===== src/rtl/qte_pkg.sv =====
`timescale 1ns / 1ps
// -----------------------------------------------------------------------------
// qte_pkg
// Shared widths, constants, tables and types of the quaternion to Euler block.
// -----------------------------------------------------------------------------
package qte_pkg;

   localparam int QW         = 16;  // quaternion component, Q1.15
   localparam int ANG_W      = 16;  // binary angle out
   localparam int THR_W      = 32;  // singularity threshold, Q2.30
   localparam int PROD_W     = 32;  // one Q2.30 product
   localparam int SUM_W      = 34;  // doubled sum of products
   localparam int SQ_W       = 61;  // radicand of the cosine term
   localparam int SQRT_CELLS = 31;  // one result bit per cell
   localparam int CW         = 36;  // CORDIC x/y datapath
   localparam int ZW         = 32;  // CORDIC angle accumulator, 2^31 = pi

   localparam logic [THR_W-1:0]        THR_RESET   = 32'd1073739678;
   localparam logic signed [SUM_W-1:0] ONE_Q30     = 34'sd1073741824;
   localparam logic [SQ_W-1:0]         ONE_Q60     = 61'h1000000000000000;
   localparam logic [ZW-1:0]           Z_HALF_TURN = 32'h80000000;
   localparam logic [ZW-1:0]           ROUND_HALF  = 32'h00008000;
   localparam logic signed [ANG_W-1:0] ANG_QUARTER = 16'sd16384;

   // atan(2^-i), 2^31 = pi
   localparam logic [ZW-1:0] ATAN_TAB [32] = '{
      32'd536870912, 32'd316933406, 32'd167458907, 32'd85004756,
      32'd42667331,  32'd21354465,  32'd10679838,  32'd5340245,
      32'd2670163,   32'd1335087,   32'd667544,    32'd333772,
      32'd166886,    32'd83443,     32'd41722,     32'd20861,
      32'd10430,     32'd5215,      32'd2608,      32'd1304,
      32'd652,       32'd326,       32'd163,       32'd81,
      32'd41,        32'd20,        32'd10,        32'd5,
      32'd3,         32'd1,         32'd1,         32'd0
   };

   typedef enum logic [1:0] {
      PITCH_ATAN,
      PITCH_UP,
      PITCH_DOWN
   } pitch_sel_type;

   typedef struct packed {
      logic signed [SUM_W-1:0] roll_y;
      logic signed [SUM_W-1:0] roll_x;
      logic signed [SUM_W-1:0] yaw_y;
      logic signed [SUM_W-1:0] yaw_x;
      logic signed [SUM_W-1:0] s;
      pitch_sel_type           sel;
      logic                    lock;
   } side_type;

   typedef struct packed {
      pitch_sel_type sel;
      logic          lock;
   } flag_type;

   // Round the accumulator half up to a 16-bit binary angle, or give zero when flagged.
   function automatic logic [ANG_W-1:0] to_angle(input logic [ZW-1:0] z, input logic zero);
      logic [ZW-1:0] sum;
      sum = z + ROUND_HALF;
      return zero ? '0 : sum[ZW-1:ZW-ANG_W];
   endfunction

endpackage


===== src/rtl/qte_sqrt_cell.sv =====
`timescale 1ns / 1ps
// -----------------------------------------------------------------------------
// qte_sqrt_cell
// One restoring square root step: trial subtract of res + 4^K, one bit a cell.
// -----------------------------------------------------------------------------
module qte_sqrt_cell #(
   parameter int K = 0
) (
   input  logic                        clock,
   input  logic                        en,
   input  logic [qte_pkg::SQ_W-1:0]    v_in,
   input  logic [qte_pkg::SQ_W-1:0]    res_in,
   output logic [qte_pkg::SQ_W-1:0]    v_out,
   output logic [qte_pkg::SQ_W-1:0]    res_out
);
   import qte_pkg::*;

   localparam logic [SQ_W-1:0] BIT = SQ_W'(1) << (2 * K);

   logic [SQ_W-1:0] trial;
   logic [SQ_W-1:0] v_ff,   v_in_nxt;
   logic [SQ_W-1:0] res_ff, res_in_nxt;

   always_comb begin
      trial = res_in + BIT;
      if (v_in >= trial) begin
         v_in_nxt   = v_in - trial;
         res_in_nxt = (res_in >> 1) + BIT;
      end else begin
         v_in_nxt   = v_in;
         res_in_nxt = res_in >> 1;
      end
   end

   always_ff @(posedge clock) begin
      if (en) begin
         v_ff   <= v_in_nxt;
         res_ff <= res_in_nxt;
      end
   end

   assign v_out   = v_ff;
   assign res_out = res_ff;
endmodule


===== config.mk =====
export PLATFORM = sky130hd
export DESIGN_NAME = qte_sqrt_cell
export DESIGN_NICKNAME = d
export VERILOG_FILES = /design/src/rtl/qte_pkg.sv /design/src/rtl/qte_sqrt_cell.sv
export SDC_FILE = /design/constraint.sdc
export NUM_CORES = 1
export LEC_CHECK = 0
export BUFFER_PORTS_ARGS = -buffer_cell sky130_fd_sc_hd__buf_2
export CAP_MARGIN = 20
export CORE_MARGIN = 2
export CORE_UTILIZATION = 25
export CTS_CLUSTER_DIAMETER = 200
export CTS_CLUSTER_SIZE = 14
export DETAILED_ROUTE_END_ITERATION = 8
export GPL_TIMING_DRIVEN = 0
export PLACE_DENSITY = 0.43
export SLEW_MARGIN = 0
export SYNTH_ARGS = -nofsm -noshare
export SYNTH_HDL_FRONTEND = slang
export SYNTH_SLANG_ARGS = --single-unit

===== constraint.sdc =====
create_clock -name clock -period 14 [get_ports clock]
set_input_delay 2.8 -clock clock [delete_from_list [all_inputs] [get_ports clock]]
set_output_delay 2.8 -clock clock [all_outputs]
set_load 0.005 [all_outputs]

==> results of run 1 <==
[layout make-up]
class	instances	area [sq um]	share of cell area (%)
Clock buffer	18	429.2	3.383
Timing Repair Buffer	231	1185	9.341
Inverter	19	71.32	0.5622
Sequential cell	122	3664	28.88
Multi-Input combinational cell	964	6235	49.15
Tap cell	532	665.6	5.248
Buffer	65	269.0	2.121
Antenna cell	5	12.51	0.09864
Clock inverter	13	153.9	1.213
[layer usage]
metal / share of wire (%) / vias up / wire length [um] / global-route usage (%)
met5: 0.12 / - / 51 / 0
met4: 1.9 / 8 / 776 / 6.505
met3: 5.5 / 46 / 2282 / 4.005
met2: 45 / 292 / 18690 / 30.50
met1: 47 / 4600 / 19540 / 25.99
li1: - / 4750 / - / -
[cells by family (layout without fill, tap and decap cells)]
kind of cell | count (synthesis) | after routing | synth area share [%]
AO/OA/AOI/OAI | 260 | 260 | 15.46
XOR/XNOR | 176 | 176 | 15.06
adder cells (fa/ha/maj) | 64 | 64 | 7.894
buffers and inverters | 84 | 346 | 3.324
flip-flops | 122 | 122 | 35.78
multiplexers | 5 | 5 | 0.5499
other | 0 | 5 | 0
AND/OR/NAND/NOR | 459 | 459 | 21.94
[state kept, by name, indices dropped and copies added (netlist names)]
name / count
res_out: 61
v_out: 61
[worst max-delay path: cells and delay by family]
kind / cells / cell delay [ns]
buffers and inverters: 6 / 2.58
adders and majority gates: 1 / 0.37
and+or+nand+nor: 7 / 2.35
AOI/OAI and AO/OA: 7 / 1.38
xor gates and xnor gates: 1 / 0.29
[synthesized netlist by cell type, types with 11 or more instances]
| cell type | number | area, sq um |
|---|---|---|
| nand2_1 | 156 | 585.6 |
| edfxtp_1 | 122 | 3664 |
| xor2_1 | 100 | 875.8 |
| nor2_1 | 93 | 349.1 |
| o21ai_0 | 90 | 450.4 |
| xnor2_1 | 76 | 665.6 |
| a21oi_1 | 74 | 370.4 |
| ha_1 | 63 | 788.3 |
| clkbuf_1 | 49 | 183.9 |
| nand3_1 | 42 | 210.2 |
| nand4_1 | 41 | 256.5 |
| a21o_1 | 31 | 232.7 |
| nor3_1 | 26 | 130.1 |
| and3_1 | 23 | 143.9 |
| inv_1 | 19 | 71.32 |
| nand2b_1 | 15 | 93.84 |
| buf_2 | 13 | 65.06 |
| nor4_1 | 12 | 75.07 |
| o21bai_1 | 11 | 82.58 |
[power groups by stage]
stage / sequential [uW] / combinational (uW) / clock [uW]
after floorplan: 479 / 197 / 0
after global placement: 478 / 354 / 0
after detailed placement: 475 / 355 / 0
after CTS: 469 / 357 / 471
after global routing: 471 / 395 / 486
final: 468 / 355 / 455
[worst max path at each step]
stage / endpoint / slack [ns] / cells past startpoint
after floorplan: v_out[0]$_DFFE_PP_ / 6.56 / 21
after global placement: v_out[0]$_DFFE_PP_ / 4.00 / 21
after detailed placement: v_out[0]$_DFFE_PP_ / 3.90 / 21
after CTS: v_out[55]$_DFFE_PP_ / 4.37 / 22
after global routing: v_out[55]$_DFFE_PP_ / 3.93 / 22
final: v_out[55]$_DFFE_PP_ / 4.46 / 22
[through the flow]
stage               worst slack (ns)  hold slack [ns]
floorplan                      6.562            2.913
global placement               4.001            3.095
detailed placement             3.898            3.113
CTS                            4.367            2.626
global route                   3.929            2.649
finish                         4.460            2.653
==> flow_metrics.py, run 1 <==
metrics = {
    "global_routing": {
        "grt_util_all_layers_pct": 19.26,
        "grt_max_degree": 64,
        "grt_pass1_vias": 9515,
        "grt_overflow": 0,
        "antenna_found_initial": 8,
        "grt_pass1_wl_um": 59330,
    },
    "worst_setup_path": {
        "cp-startpoint": "res_in[3]",
        "end_kind": "flop",
        "worstPathCellList": "clkbuf_1, nand3_1, nor4_1, and2_1, clkbuf_1, inv_1, or3_1, xor2_1, ha_1, a21o_1, a21o_1, a21o_1, a21o_1, a21oi_1, nor2_1, nor4b_1, o31a_1, buf_2, clkbuf_1, clkbuf_1, nand2_1, o21ai_0",
        "cp-start-kind": "input pin",
        "cp_slowest_cell": "nor4_1",
        "slowest_delay_ns": 0.87,
        "cp_data_arrival_time_ns": 9.79,
        "cp_max_fo": 10,
        "worstSetupPathType": "input pin to flop",
        "critPathRequiredTime_ns": 14.25,
    },
    "cts": {
        "cts_buffer_depth": 2,
        "hold_buffers": 0,
        "clkTransAtPathRegs_ns": 0.06,
        "post-cts-setup-buffers": 0,
        "ctsResizeCount": 0,
        "cts_buffers": 17,
        "root_buffer": "clkbuf_16",
        "htreeDepth": 4,
        "cts_tree": "done",
        "cts.sinks": 122,
    },
    "routing": {
        "ant_nets": 0,
        "via_per_inst": 4.924,
        "wl_per_cell_um": 21.00,
        "drtPass1Iterations": 5,
        "via_count": 9696,
        "drt_iter0_drc": 635,
        "drc": 0,
        "drt-total-wl_um": 41340,
    },
    "floorplan": {
        "top_level_ports": 246,
        "row_count": 74,
        "core_sq_um": 40650,
        "die_w_um": 206.4,
        "start_util_pct": 25.19,
        "die-area_sq_um": 42590,
        "die_h_um": 206.4,
    },
    "power": {
        "p_total_uw": 1277,
        "p_per_area_nw_per_um2": 100.7,
        "intPower_uw": 868.5,
        "power_switching_uw": 408.5,
        "vdd_drop_max_uv": 89.00,
        "power.leakage_uw": 0.005006,
        "pwr-share-seq_pct": 36.6,
        "clockPowerShare_pct": 35.6,
        "comb_power_share_pct": 27.8,
        "switching_share_pct": 31.99,
    },
    "finish": {
        "post-route-util_pct": 31.21,
        "fillers": 4406,
        "layout.nets": 1608,
        "final_cell_mix": "buf_2, nand2_1, edfxtp_1",
        "layout.cells.most_common": "buf_2",
        "syn2layout_area_growth_pct": 23.89,
        "fin_area_sq_um": 12680,
        "drive_above_1_share_pct": 20.46,
        "layout.cells.non_filler": 1969,
    },
    "min_path": {
        "min_to": "v_out[0]$_DFFE_PP_",
        "hold_path_class": "input pin to flop",
        "worstHoldStart": "v_in[0]",
        "hold_depth": 3,
    },
    "sta": {
        "post-route-period-util_pct": 68.14,
        "worstMarginPinSlew_ns": 1.051,
        "tns_ns": 0,
        "slew_violations": 0,
        "slew_headroom_pct": 28.12,
        "fin_crit_ns": 9.540,
        "finalHoldViolCount": 0,
        "rsz0062_at_grt": "false",
        "max_freq_mhz": 104.8,
        "setup_violations": 0,
    },
    "synthesis": {
        "synth-seq-area-share_pct": 35.78,
        "synthesis.area_sq_um": 10240,
        "synth-edff-count": 122,
        "async_flop_share_pct": 0,
        "syn_inst": 1170,
        "synth_cell_types": 60,
        "syn_avg_cell_area_sq_um": 8.751,
        "yosys_warnings": 0,
        "synth_ff_type": "edfxtp_1",
        "ys_ff_latch": 122,
        "syn_nets": 1358,
    },
    "place": {
        "gp_congestion": 0.9055,
        "placed_area_sq_um": 12090,
        "place_inst": 1933,
        "hpwlAfterDp_um": 33810,
        "numPortBuffers": 230,
    },
    "job": {
        "cap_viol_max_count": 0,
    },
    "outcome": {
        "status": "complete, no violations",
    },
}
Power figures use the tool's default switching activity.
==> inputs of run 2 (changes only) <==
==> constraint.sdc (replaced) <==
create_clock -name clock -period 9.05 [get_ports clock]
set_input_delay 1.81 -clock clock [delete_from_list [all_inputs] [get_ports clock]]
set_output_delay 1.81 -clock clock [all_outputs]
set_load 0.005 [all_outputs]
==> run 2 against run 1 <==
Cell count barely moved; design area barely moved; die area did not move; global-route usage did not move; clock-buffer cell count did not move; largest power group unchanged; highest routed layer unchanged; sequential cell count did not move; clock power rose by 55%.
==> flow_metrics.py, run 2 (synthesis results as in run 1) <==
metrics = {
    "outcome": {
        "status": "complete, no violations",
    },
    "finish": {
        "syn2layout_area_growth_pct": 23.93,
        "layout.nets": 1608,
        "post-route-util_pct": 31.22,
        "multi_input_area_sq_um": 6241,
        "fillers": 4408,
        "area.sequential_sq_um": 3664,
        "layout.cells.most_common": "buf_2",
        "drive_above_1_share_pct": 20.53,
        "final_cell_mix": "buf_2, nand2_1, edfxtp_1",
    },
    "floorplan": {
        "start_util_pct": 25.19,
        "row_count": 74,
        "die_h_um": 206.4,
        "die_w_um": 206.4,
        "top_level_ports": 246,
        "die-area_sq_um": 42590,
        "core_sq_um": 40650,
    },
    "routing": {
        "drc": 0,
        "top_layer": "met5",
        "wl_per_cell_um": 21.02,
        "drt-total-wl_um": 41370,
        "via_count": 9721,
        "wl_met2_um": 18700,
        "ant_nets": 0,
        "met1_length_um": 19550,
        "met3_length_um": 2280,
        "drtPass1Iterations": 5,
        "via_per_inst": 4.940,
        "drt_iter0_drc": 667,
    },
    "sta": {
        "slew_violations": 0,
        "max_freq_mhz": 121.0,
        "post-route-period-util_pct": 91.34,
        "slew_headroom_pct": 27.91,
        "tns_ns": 0,
        "worstMarginPinSlew_ns": 1.054,
        "rsz0062_at_grt": "false",
        "fin_crit_ns": 8.266,
        "setup_violations": 0,
        "whs_ns": 1.666,
        "finalHoldViolCount": 0,
    },
    "global_routing": {
        "antenna_found_initial": 8,
        "grt_util_all_layers_pct": 19.26,
        "grt_pass1_wl_um": 59330,
        "grt_overflow": 0,
        "grt_pass1_vias": 9515,
        "grt_max_degree": 64,
    },
    "worst_setup_path": {
        "end_kind": "flop",
        "slowest_delay_ns": 0.78,
        "cp-start-kind": "input pin",
        "cp_data_arrival_time_ns": 8.52,
        "cp_max_fo": 10,
        "worstPathCellList": "clkbuf_1, nand4_1, nor4_1, and2_1, clkbuf_1, inv_1, or3_1, xor2_1, ha_1, a21o_1, a21o_1, a21o_1, a21o_1, a21oi_1, nor2_1, nor4b_1, o31a_1, buf_2, clkbuf_1, clkbuf_1, nand2_1, o21ai_0",
        "worstSetupPathType": "input pin to flop",
        "cp_slowest_cell": "clkbuf_1",
        "critPathRequiredTime_ns": 9.30,
    },
    "cts": {
        "cts_buffer_depth": 2,
        "root_buffer": "clkbuf_16",
        "cts_tree": "done",
        "cts_buffers": 17,
        "post-cts-setup-buffers": 0,
        "clkTransAtPathRegs_ns": 0.06,
        "cts.sinks": 122,
        "htreeDepth": 4,
    },
    "min_path": {
        "min_to": "v_out[0]$_DFFE_PP_",
        "hold_path_class": "input pin to flop",
        "hold_depth": 3,
        "worstHoldStart": "v_in[0]",
    },
    "power": {
        "vdd_drop_max_uv": 137.3,
        "p_per_area_nw_per_um2": 155.7,
        "power.leakage_uw": 0.005006,
    },
    "place": {
        "hpwlAfterDp_um": 33810,
        "gp_congestion": 0.9055,
        "numPortBuffers": 230,
    },
    "job": {
        "cap_viol_max_count": 0,
    },
}
[run 2: cell types whose count changed in the layout (fill, tap and decap cells not counted)]
cell	change
diode_2	-1
nor4_1	-1
nor4_2	+1
[run 2: layout make-up]
class	count	share of cell area (%)
multi-input cells	964	49.19
plain buffers	65	2.120
repair buffers	231	9.338
clock buffers	18	3.382
clock inverters	13	1.213
flip-flops and latches	122	28.87
diodes	4	0.07889
inverters	19	0.5621
well taps	532	5.246
[run 2: worst max-delay path by stage]
stage / start / endpoint / slack, ns / depth (start not counted)
6_report: res_in[16] / v_out[55]$_DFFE_PP_ / 0.78 / 22
5_1_grt: res_in[16] / v_out[55]$_DFFE_PP_ / 0.26 / 22
4_1_cts: res_in[3] / v_out[55]$_DFFE_PP_ / 0.41 / 22
3_5_place_dp: res_in[3] / v_out[0]$_DFFE_PP_ / -0.06 / 21
3_3_place_gp: res_in[3] / v_out[0]$_DFFE_PP_ / 0.04 / 21
2_1_floorplan: res_in[3] / v_out[0]$_DFFE_PP_ / 2.60 / 21
[run 2: where the power goes]
group          total, uW  internal (uW)  leakage (uW)  switching (uW)
sequential           723            704       0.00119            19.5
combinational        549            213       0.00354             336
clock                703            427      0.000271             276
total               1980           1340       0.00501             632
[run 2: worst max-delay path, delay by kind of cell]
family / cells / cell delay [ns]
xor+xnor: 1 / 0.29
buf+inv: 6 / 2.60
compound gates: 7 / 1.39
simple gates: 7 / 2.03
fa+ha+maj: 1 / 0.37
[run 2: timing repair]
action | in CTS | in global routing
endpoints found under the setup margin | 0 | 6
hold buffers | 0 | 0
gates resized for setup | 0 | 1
[run 2: layer usage]
metal | vias up | GRT usage [%]
li1 | 4750 | -
met5 | - | 0
met1 | 4617 | 25.99
met3 | 48 | 4.005
met4 | 8 | 6.505
met2 | 298 | 30.50
[run 2: per-stage QoR]
step / power, uW / std cells / area [sq um] / worst slack (ns)
after global routing: 2092 / 1968 / 12690 / 0.2575
final: 1975 / 1968 / 12690 / 0.7839
after CTS: 2006 / 1964 / 12670 / 0.4075
after global placement: 1286 / 1932 / 12060 / 0.04121
after detailed placement: 1285 / 1933 / 12090 / -0.06233
after floorplan: 1045 / 1170 / 10240 / 2.602
==> inputs of run 3 (changes only) <==
--- a/config.mk
+++ b/config.mk
@@ -13,7 +13,7 @@
 export CTS_CLUSTER_SIZE = 14
 export DETAILED_ROUTE_END_ITERATION = 8
 export GPL_TIMING_DRIVEN = 0
-export PLACE_DENSITY = 0.43
+export PLACE_DENSITY = 0.52
 export SLEW_MARGIN = 0
 export SYNTH_ARGS = -nofsm -noshare
 export SYNTH_HDL_FRONTEND = slang
==> run 3 against run 2 <==
Design area is essentially flat; sequential power is essentially flat; via count grew 1.5%; critical path type unchanged; wire length shrank 1.8%; hold slack lost 0.011 ns; critical path depth is the same; die area is the same.
==> flow_metrics.py, run 3 (synthesis results as in run 1) <==
metrics = {
    "sta": {
        "whs_ns": 1.655,
        "fin_crit_ns": 8.314,
        "slew_headroom_pct": 30.71,
        "post-route-period-util_pct": 91.87,
        "worst_slack_ns": 0.7358,
        "setup_violations": 0,
        "worstMarginPinSlew_ns": 1.039,
        "finalHoldViolCount": 0,
        "rsz0062_at_grt": "false",
        "tns_ns": 0,
        "max_freq_mhz": 120.3,
        "slew_violations": 0,
    },
    "power": {
        "power_switching_uw": 647.6,
        "intPower_uw": 1325,
        "p_per_area_nw_per_um2": 155.4,
        "switching_share_pct": 32.84,
        "vdd_drop_max_uv": 140.7,
        "power.leakage_uw": 0.005013,
        "clockPowerShare_pct": 35.6,
        "comb_power_share_pct": 27.8,
        "pwr-share-seq_pct": 36.6,
    },
    "cts": {
        "root_buffer": "clkbuf_16",
        "ctsResizeCount": 0,
        "htreeDepth": 4,
        "clkTransAtPathRegs_ns": 0.06,
        "cts_buffers": 17,
        "hold_buffers": 0,
        "cts.sinks": 122,
        "post-cts-setup-buffers": 0,
        "cts_tree": "done",
        "cts_buffer_depth": 2,
    },
    "finish": {
        "fin_area_sq_um": 12690,
        "layout.nets": 1608,
        "syn2layout_area_growth_pct": 23.94,
        "drive_above_1_share_pct": 20.66,
        "post-route-util_pct": 31.22,
        "final_cell_mix": "buf_2, nand2_1, edfxtp_1",
        "layout.cells.most_common": "buf_2",
    },
    "global_routing": {
        "antenna_found_initial": 6,
        "grt_pass1_wl_um": 59570,
        "grt_overflow": 0,
        "grt_max_degree": 66,
        "grt_util_all_layers_pct": 19.16,
        "grt_pass1_vias": 9586,
    },
    "floorplan": {
        "core_sq_um": 40650,
        "die-area_sq_um": 42590,
        "die_h_um": 206.4,
        "top_level_ports": 246,
        "die_w_um": 206.4,
        "start_util_pct": 25.19,
        "row_count": 74,
    },
    "job": {
        "cap_viol_max_count": 0,
    },
    "outcome": {
        "status": "complete, no violations",
    },
    "place": {
        "placed_area_sq_um": 12090,
        "dpl_worst_slack_ns": 0.2041,
        "numPortBuffers": 230,
        "hpwlAfterDp_um": 33410,
        "gp_congestion": 0.9286,
    },
    "routing": {
        "drt_iter0_drc": 736,
        "ant_nets": 0,
        "drc": 0,
        "wl_per_cell_um": 20.61,
        "via_count": 9867,
        "drtPass1Iterations": 7,
        "drt-total-wl_um": 40610,
        "via_per_inst": 5.009,
    },
    "worst_setup_path": {
        "cp-start-kind": "input pin",
        "end_kind": "flop",
        "cp_data_arrival_time_ns": 8.58,
        "cp_slowest_cell": "clkbuf_1",
        "worstSetupPathType": "input pin to flop",
        "critPathRequiredTime_ns": 9.31,
        "cp-startpoint": "res_in[3]",
        "crit_path_end": "v_out[52]$_DFFE_PP_",
        "worstPathCellList": "clkbuf_1, nand3_1, nor4_1, and2_1, clkbuf_1, inv_1, or3_1, xor2_1, ha_1, a21o_1, a21o_1, a21o_1, a21o_1, a21oi_1, nor2_1, nor4b_1, o31a_1, buf_2, clkbuf_1, clkbuf_1, nand2_1, o21ai_0",
        "cp_max_fo": 10,
        "slowest_delay_ns": 0.81,
    },
    "min_path": {
        "hold_path_class": "input pin to flop",
    },
}
## run 3: power by group through the flow
stage | clock, uW | combinational (uW) | sequential, uW
detailed placement | 0 | 548 | 733
global placement | 0 | 545 | 737
CTS | 726 | 552 | 724
global route | 747 | 612 | 728
floorplan | 0 | 305 | 740
finish | 702 | 548 | 722
## run 3: worst min-delay path by stage
stage | startpoint | to | depth (start not counted)
finish | v_in[0] | v_out[0]$_DFFE_PP_ | 3
global route | v_in[48] | v_out[48]$_DFFE_PP_ | 3
CTS | v_in[0] | v_out[0]$_DFFE_PP_ | 3
detailed placement | v_in[2] | v_out[2]$_DFFE_PP_ | 3
global placement | v_in[0] | v_out[0]$_DFFE_PP_ | 3
floorplan | en | res_out[0]$_DFFE_PP_ | 0
## run 3: layout make-up
cell class	instances	area (sq um)
fill	4351	27960
multi-input combinational	964	6235
sequential	122	3664
timing repair buffer	231	1185
tap	532	665.6
clock buffer	17	425.4
buffer	65	269.0
clock inverter	15	162.7
inverter	19	71.32
antenna	5	12.51
## run 3: through the flow
step,instances,power (uW)
6_report,1970,1972
5_1_grt,1968,2087
4_1_cts,1965,2001
3_5_place_dp,1933,1282
3_3_place_gp,1932,1283
2_1_floorplan,1170,1045
## run 3: critical path: cells and delay by family
kind	cells	cell delay (ns)
simple gates	7	2.22
fa+ha+maj	1	0.35
compound gates	7	1.37
xor+xnor	1	0.25
buf+inv	6	2.55
## run 3: per-layer routing
metal | vias to the layer above | part of all wire, % | global-route usage (%)
li1 | 4757 | - | -
met4 | 4 | 2.0 | 6.327
met2 | 398 | 46 | 30.57
met1 | 4659 | 45 | 25.44
met3 | 49 | 7.6 | 4.431
met5 | - | 0.052 | 0
